<file path="src/hw/rtl/swqfs_pkg.sv">
// shared types and constants for the fit-select swap queue
// no dependencies; used by every module of the block
package swqfs_pkg;

  localparam int QUEUE_DEPTH = 16;
  localparam int IDX_W       = $clog2(QUEUE_DEPTH);
  localparam int CNT_W       = $clog2(QUEUE_DEPTH + 1);
  localparam int ID_W        = 16;
  localparam int SIZE_W      = 32;
  localparam int STAT_W      = 2;
  localparam int IN_DATA_W   = 88;
  localparam int OUT_DATA_W  = 24;

  localparam logic ACT_APPEND   = 1'b0;
  localparam logic ACT_RETRIEVE = 1'b1;

  localparam logic [STAT_W-1:0] STAT_DONE = 2'd0;
  localparam logic [STAT_W-1:0] STAT_NONE = 2'd1;
  localparam logic [STAT_W-1:0] STAT_FULL = 2'd2;

  localparam logic POLICY_FIRST = 1'b0;
  localparam logic POLICY_BEST  = 1'b1;

  typedef struct packed {
    logic [ID_W-1:0]   id;
    logic [SIZE_W-1:0] size;
    logic              blocked;
  } entry_t;

  // running best candidate handed from cell to cell
  typedef struct packed {
    logic              found;
    logic [SIZE_W-1:0] key;
    logic [ID_W-1:0]   id;
    logic [IDX_W-1:0]  idx;
  } cand_t;

  typedef struct packed {
    logic              append;
    logic [IDX_W-1:0]  wr_idx;
    logic              remove;
    logic [IDX_W-1:0]  rm_idx;
    logic              eval;
    logic              step;
    logic [CNT_W-1:0]  count;
    logic [SIZE_W-1:0] avail;
    logic              allow;
    logic              policy;
    entry_t            new_entry;
  } ctl_t;

endpackage

</file>
<file path="src/hw/rtl/swq_cell.sv">
// one queue slot: holds an entry, judges its own fit and passes the best
// candidate so far to the next slot; depends on swqfs_pkg
module swq_cell import swqfs_pkg::*; (
  input  logic             clk,
  input  logic             rst,
  input  ctl_t             ctl,
  input  logic [IDX_W-1:0] my_idx,
  input  entry_t           next_entry,
  output entry_t           entry,
  input  cand_t            cand_in,
  output cand_t            cand_out
);

  logic              in_use;
  logic              q_ok;
  logic [SIZE_W-1:0] q_key;
  logic              take_self;

  assign in_use    = {1'b0, my_idx} < ctl.count;
  assign take_self = q_ok && (!cand_in.found || (q_key < cand_in.key));

  always_ff @(posedge clk) begin
    if (ctl.append && (ctl.wr_idx == my_idx)) begin
      entry <= ctl.new_entry;
    end else if (ctl.remove && (my_idx >= ctl.rm_idx)) begin
      entry <= next_entry;
    end
    if (ctl.eval) begin
      q_ok <= in_use && (entry.size <= ctl.avail) && (ctl.allow || !entry.blocked);
      // first fit ranks unblocked ahead of blocked, best fit ranks by waste
      if (ctl.policy == POLICY_BEST) begin
        q_key <= ctl.avail - entry.size;
      end else begin
        q_key <= {{(SIZE_W-1){1'b0}}, entry.blocked};
      end
    end
  end

  always_ff @(posedge clk) begin
    if (rst) begin
      cand_out.found <= 1'b0;
    end else if (ctl.eval) begin
      cand_out.found <= 1'b0;
    end else if (ctl.step) begin
      if (take_self) begin
        cand_out.found <= 1'b1;
      end else begin
        cand_out.found <= cand_in.found;
      end
    end
    if (ctl.step) begin
      if (take_self) begin
        cand_out.key <= q_key;
        cand_out.id  <= entry.id;
        cand_out.idx <= my_idx;
      end else begin
        cand_out.key <= cand_in.key;
        cand_out.id  <= cand_in.id;
        cand_out.idx <= cand_in.idx;
      end
    end
  end

endmodule

</file>
<file path="src/hw/rtl/swq_ctrl.sv">
// sequencer: takes a word, drives append, scan and removal over the cell
// row, keeps the entry count and the output register; depends on swqfs_pkg
module swq_ctrl import swqfs_pkg::*; (
  input  logic                  clk,
  input  logic                  rst,
  input  logic                  s_tvalid,
  output logic                  s_tready,
  input  logic [IN_DATA_W-1:0]  s_tdata,
  input  logic                  s_tuser,
  output logic                  m_tvalid,
  input  logic                  m_tready,
  output logic [OUT_DATA_W-1:0] m_tdata,
  input  logic                  policy,
  input  cand_t                 final_cand,
  output ctl_t                  ctl
);

  typedef enum logic [4:0] {
    ST_IDLE  = 5'b00001,
    ST_EVAL  = 5'b00010,
    ST_SCAN  = 5'b00100,
    ST_APPLY = 5'b01000,
    ST_RESP  = 5'b10000
  } state_t;

  state_t            state;
  state_t            state_next;
  logic [CNT_W-1:0]  count;
  logic [IDX_W-1:0]  scan_cnt;
  logic              item_action;
  entry_t            item_entry;
  logic [SIZE_W-1:0] item_avail;
  logic              item_allow;
  logic [ID_W-1:0]   res_id;
  logic [STAT_W-1:0] res_status;
  logic              full;
  logic              out_free;

  assign s_tready = (state == ST_IDLE);
  assign full     = (count == CNT_W'(QUEUE_DEPTH));
  assign out_free = !m_tvalid || m_tready;

  always_comb begin
    ctl.append    = (state == ST_APPLY) && (item_action == ACT_APPEND) && !full;
    ctl.wr_idx    = count[IDX_W-1:0];
    ctl.remove    = (state == ST_APPLY) && (item_action == ACT_RETRIEVE) && final_cand.found;
    ctl.rm_idx    = final_cand.idx;
    ctl.eval      = (state == ST_EVAL);
    ctl.step      = (state == ST_SCAN);
    ctl.count     = count;
    ctl.avail     = item_avail;
    ctl.allow     = item_allow;
    ctl.policy    = policy;
    ctl.new_entry = item_entry;
  end

  always_comb begin
    state_next = state;
    unique case (state)
      ST_IDLE: begin
        if (s_tvalid) begin
          state_next = (s_tuser == ACT_APPEND) ? ST_APPLY : ST_EVAL;
        end
      end
      ST_EVAL: state_next = ST_SCAN;
      ST_SCAN: begin
        if (scan_cnt == IDX_W'(QUEUE_DEPTH - 1)) begin
          state_next = ST_APPLY;
        end
      end
      ST_APPLY: state_next = ST_RESP;
      ST_RESP: begin
        if (out_free) begin
          state_next = ST_IDLE;
        end
      end
      default: state_next = ST_IDLE;
    endcase
  end

  always_ff @(posedge clk) begin
    if (rst) begin
      state    <= ST_IDLE;
      count    <= '0;
      m_tvalid <= 1'b0;
    end else begin
      state <= state_next;
      if (ctl.append) begin
        count <= count + CNT_W'(1);
      end else if (ctl.remove) begin
        count <= count - CNT_W'(1);
      end
      if ((state == ST_RESP) && out_free) begin
        m_tvalid <= 1'b1;
      end else if (m_tready) begin
        m_tvalid <= 1'b0;
      end
    end
  end

  always_ff @(posedge clk) begin
    if (s_tvalid && s_tready) begin
      item_action        <= s_tuser;
      item_entry.id      <= s_tdata[15:0];
      item_entry.size    <= s_tdata[47:16];
      item_entry.blocked <= s_tdata[48];
      item_avail         <= s_tdata[80:49];
      item_allow         <= s_tdata[81];
    end
    if (state == ST_EVAL) begin
      scan_cnt <= '0;
    end else if (state == ST_SCAN) begin
      scan_cnt <= scan_cnt + IDX_W'(1);
    end
    if (state == ST_APPLY) begin
      if (item_action == ACT_APPEND) begin
        res_id     <= '0;
        res_status <= full ? STAT_FULL : STAT_DONE;
      end else if (final_cand.found) begin
        res_id     <= final_cand.id;
        res_status <= STAT_DONE;
      end else begin
        res_id     <= '0;
        res_status <= STAT_NONE;
      end
    end
    if ((state == ST_RESP) && out_free) begin
      m_tdata <= {{(OUT_DATA_W-ID_W-STAT_W){1'b0}}, res_status, res_id};
    end
  end

endmodule

</file>
<file path="src/hw/rtl/swap_queue_fit_select.sv">
// Ordered swap queue with first-fit / best-fit retrieval. An append word goes
// from acceptance through the apply and response states to the result. A retrieve
// word first has every slot judged in parallel in the eval state, then the
// best candidate ripples through the row of slot cells one cell per cycle,
// then the apply state removes the chosen slot by shifting the later slots down.
// One word is in work at a time; the finished word waits in the output
// register, and the next word is accepted once the result has moved there.
// Top level: apb policy register, cell row and sequencer; depends on swqfs_pkg.
module swap_queue_fit_select import swqfs_pkg::*; (
  input  logic                  clk,
  input  logic                  rst,
  input  logic                  s_tvalid,
  output logic                  s_tready,
  // [15:0] proc_id, [47:16] proc_size, [48] proc_blocked,
  // [80:49] size_available, [81] allow_blocked, [87:82] zero
  input  logic [IN_DATA_W-1:0]  s_tdata,
  // [0] action
  input  logic                  s_tuser,
  output logic                  m_tvalid,
  input  logic                  m_tready,
  // [15:0] chosen_id, [17:16] status, [23:18] zero
  output logic [OUT_DATA_W-1:0] m_tdata,
  input  logic                  psel,
  input  logic                  penable,
  input  logic                  pwrite,
  input  logic [2:0]            paddr,
  input  logic [31:0]           pwdata,
  output logic [31:0]           prdata,
  output logic                  pready
);

  localparam logic [2:0] ADDR_POLICY = 3'd0;

  logic   policy;
  ctl_t   ctl;
  entry_t ents  [QUEUE_DEPTH];
  cand_t  cands [QUEUE_DEPTH+1];

  assign pready = 1'b1;
  assign prdata = (paddr == ADDR_POLICY) ? {31'b0, policy} : 32'b0;

  always_ff @(posedge clk) begin
    if (rst) begin
      policy <= POLICY_FIRST;
    end else if (psel && penable && pwrite && pready && (paddr == ADDR_POLICY)) begin
      policy <= pwdata[0];
    end
  end

  assign cands[0] = '0;

  for (genvar g = 0; g < QUEUE_DEPTH; g++) begin : g_cell
    entry_t nxt;
    if (g == QUEUE_DEPTH - 1) begin : g_last
      assign nxt = ents[g];
    end else begin : g_mid
      assign nxt = ents[g+1];
    end
    swq_cell u_cell (
      .clk        (clk),
      .rst        (rst),
      .ctl        (ctl),
      .my_idx     (IDX_W'(g)),
      .next_entry (nxt),
      .entry      (ents[g]),
      .cand_in    (cands[g]),
      .cand_out   (cands[g+1])
    );
  end

  swq_ctrl u_ctrl (
    .clk        (clk),
    .rst        (rst),
    .s_tvalid   (s_tvalid),
    .s_tready   (s_tready),
    .s_tdata    (s_tdata),
    .s_tuser    (s_tuser),
    .m_tvalid   (m_tvalid),
    .m_tready   (m_tready),
    .m_tdata    (m_tdata),
    .policy     (policy),
    .final_cand (cands[QUEUE_DEPTH]),
    .ctl        (ctl)
  );

endmodule

</file>
<file path="config.mk">
export PLATFORM = sky130hd
export DESIGN_NAME = swap_queue_fit_select
export DESIGN_NICKNAME = d
export VERILOG_FILES = /design/src/hw/rtl/swqfs_pkg.sv /design/src/hw/rtl/swq_cell.sv /design/src/hw/rtl/swq_ctrl.sv /design/src/hw/rtl/swap_queue_fit_select.sv
export SDC_FILE = /design/constraint.sdc
export NUM_CORES = 2
export LEC_CHECK = 0
export BUFFER_PORTS_ARGS = -buffer_cell sky130_fd_sc_hd__buf_2
export CAP_MARGIN = 20
export CORE_MARGIN = 5
export CORE_UTILIZATION = 57
export CTS_CLUSTER_SIZE = 12
export DETAILED_ROUTE_END_ITERATION = 8
export HOLD_SLACK_MARGIN = 0.15
export PLACE_DENSITY = 0.73
export SLEW_MARGIN = 30
export SYNTH_ARGS = -nofsm -noshare
export SYNTH_HDL_FRONTEND = slang
export SYNTH_SLANG_ARGS = --single-unit
export TNS_END_PERCENT = 5
</file>
<file path="constraint.sdc">
create_clock -name clk -period 43.2 [get_ports clk]
set_clock_uncertainty 0.05 [all_clocks]
set_input_delay 2.16 -clock clk [delete_from_list [all_inputs] [get_ports clk]]
set_output_delay 2.16 -clock clk [all_outputs]
set_load 0.01 [all_outputs]
</file>
==> results.sh <==
export IMPL_drv_slew=0
export IMPL_fin_total_pwr_mw=5.06
export IMPL_worst_pin_slew_ps=1130
export IMPL_stdcell_count=14039
export IMPL_drc=0
export IMPL_worst_slack_ps=38060
export IMPL_synth_top_cells_by_area="edfxtp_1 (52%), mux2_2 (12%), ha_1 (9.5%), inv_1 (3.2%), a21oi_1 (2.3%)"
export IMPL_die_area_um2=236000
export IMPL_path_class="register to register"
export IMPL_grtUsageTotal=0.321
export IMPL_grt_pass1_vias=85439
export IMPL_clk_pin_slew_worst_paths_ps=60
export IMPL_startpoint_type="register"
export IMPL_fill_cells=17327
export IMPL_hold_viol=0
export IMPL_drive_above_1_share=0.189
export IMPL_p_leak_nw=53.9
export IMPL_routed_wl_um=388000
export IMPL_r2r_start="u_ctrl.state[4]"
export IMPL_ys_ff_latch=2248
export IMPL_synth_ff_type="edfxtp_1"
export IMPL_fin_area_um2=141000
export IMPL_avgSynthCellArea_um2=12.0
export IMPL_cts_path_max_buffers=3
export IMPL_worstPathMaxFanout=119
export IMPL_root_buffer="clkbuf_16"
export IMPL_seqCellArea_um2=67200
export IMPL_multiInputGateArea_um2=56300
export IMPL_syn_area_um2=129000
export IMPL_die_h_um=486
export IMPL_grt_pass1_wl_um=560000
export IMPL_htreeDepth=4
export IMPL_yosysUniqueCellTypes=106
export IMPL_routabilityCongestion=0.948
export IMPL_worstPathArrival_ps=5560
export IMPL_ir_worst_vdd_mv=0.0429
export IMPL_synth_commonest_cells="edfxtp_1 (2216), mux2_2 (1347), inv_1 (1105)"
export IMPL_placed_cells=13601
export IMPL_vias_per_cell=6.24
export IMPL_yosys_area_top_type="edfxtp_1"
export IMPL_r2r_slack_ps=38060
export IMPL_hold_class="register to register"
export IMPL_numCtsBuffers=239
export IMPL_fin_util=0.626
export IMPL_synth_top_cell_area_share=0.516
export IMPL_hp_start="u_ctrl.res_id[2]"
export IMPL_final_setup_viol_count=0
export IMPL_synthToLayoutAreaGrowth_pct=9.22
export IMPL_rsz0062_at_grt="no"
export IMPL_cts_resized=0
export IMPL_period_needed_ps=5140
export IMPL_drtIter0Drc=9169
export IMPL_preCtsSetupSlack_ps=38090
export IMPL_cap_viol_max_count=0
export IMPL_start_util=0.573
export IMPL_portBuffers=114
export IMPL_crit_end="g_cell[9].u_cell.cand_out[44]"
export IMPL_p_per_area_nw_per_um2=35.9
export IMPL_r2r_cells=7
export IMPL_grt_ovfl_total=0
export IMPL_grt_max_degree=151
export IMPL_timing_rr_end="g_cell[9].u_cell.cand_out[44]"
export IMPL_relSlewSlack=0.245
export IMPL_io_pins=190
export IMPL_dp_hpwl_um=277000
export IMPL_endpoint_kind="register"
export IMPL_yosys_cell_count_top_type="edfxtp_1"
export IMPL_synth_edf_count=2216
export IMPL_tns_ps=0
export IMPL_wl_per_cell_um=27.6
export IMPL_clk_latency_ps=950
export IMPL_required_ps=43620
export IMPL_syn_instance_count=10733
export IMPL_antenna_found_initial=11
export IMPL_rows=174
export IMPL_cts_sinks=2248
export IMPL_status="complete, no violations"
export IMPL_die_w_um=486
export IMPL_dr_pass1_iters=6
export IMPL_ant_nets=0
export IMPL_fin_nets=11980
export IMPL_max_freq_ghz=0.195
export IMPL_core_um2=225000
export IMPL_synthArstFlopShare=0
export IMPL_placed_area_um2=133000
export IMPL_tritoncts="yes"
export IMPL_startpoint="u_ctrl.state[4]"
export IMPL_synth_warning_count=0
export IMPL_fin_crit_sh=0.119
export IMPL_hold_slack_ps=366
export IMPL_yosysSeqAreaShare=0.521
export IMPL_cts_hold_fix_buffers=0
export IMPL_vias=87639
export IMPL_post_cts_buffers=0
==> sequential cells by signal, indices dropped and copies added, names as in the netlist, 16 cells and up <==
name and cells:
g_cell.u_cell.cand_out 801, g_cell.u_cell.entry 784, g_cell.u_cell.q_key 512, g_cell.u_cell.q_ok 16, u_ctrl.ctl 49, u_ctrl.item_avail 32
u_ctrl.m_tdata 18, u_ctrl.res_id 16
==> layout make-up <==
class	instances	share of cell area
sequential	2248	0.477
multi-input combinational	6992	0.399
clock buffer	303	0.0446
inverter	1107	0.0296
tap	2992	0.0266
timing repair buffer	262	0.0127
clock inverter	127	0.0103
antenna	8	0.000142
==> per-layer routing <==
metal	track usage	wire length (µm)
met1	0.445	161000
met2	0.498	172000
met3	0.0477	32300
met4	0.156	22500
met5	0	13
==> cell families after synthesis <==
kind of cell / after synthesis / synth area share
flops: 2248 / 0.521
simple gates: 2141 / 0.0816
fa+ha+maj: 999 / 0.0978
buf+inv: 1529 / 0.0472
other cells: 2 / 0.0000582
compound gates: 1997 / 0.102
mux: 1449 / 0.126
xor+xnor: 368 / 0.0250
==> worst max-delay path, stage by stage, from the launching register on <==
cell and delay, ps:
dfxtp_1 310, nor2_1 200, nand3_2 180, inv_8 680, buf_4 840, buf_4 640
buf_4 740, buf_4 790
==> worst min path at each step <==
stage,end,depth (start not counted)
6_report,u_ctrl.m_tdata[2],0
5_1_grt,u_ctrl.m_tdata[8],0
4_1_cts,u_ctrl.m_tdata[8],0
2_1_floorplan,u_ctrl.m_tdata[0],0
3_3_place_gp,u_ctrl.m_tdata[16],0
3_5_place_dp,u_ctrl.m_tdata[3],0
==> layout by cell type (no fill, tap or decap), drive strengths merged, types with 23 or more instances in the layout <==
| cell | instances |
|---|---|
| a2111oi | 24 |
| a211oi | 78 |
| a21o | 372 |
| a21oi | 587 |
| a221oi | 39 |
| a31oi | 74 |
| and2 | 112 |
| and3 | 99 |
| and4 | 23 |
| buf | 262 |
| clkbuf | 303 |
| clkinv | 100 |
| conb | 38 |
| dfxtp | 32 |
| edfxtp | 2216 |
| ha | 983 |
| inv | 1111 |
| mux2 | 1408 |
| mux2i | 41 |
| nand2 | 413 |
| nand2b | 110 |
| nand3 | 187 |
| nand4 | 153 |
| nor2 | 639 |
| nor2b | 124 |
| nor3 | 127 |
| nor4 | 25 |
| o211ai | 72 |
| o21a | 73 |
| o21ai | 368 |
| o21bai | 60 |
| o31a | 26 |
| o31ai | 41 |
| or2 | 44 |
| or3 | 30 |
| xnor2 | 185 |
| xor2 | 183 |
==> power breakdown <==
group,internal (mW),switching (mW),total (mW)
clock network,1.14,0.898,2.04
logic,0.206,0.392,0.598
registers,2.40,0.0194,2.42
Note: power is estimated with default switching activity, not from simulation.
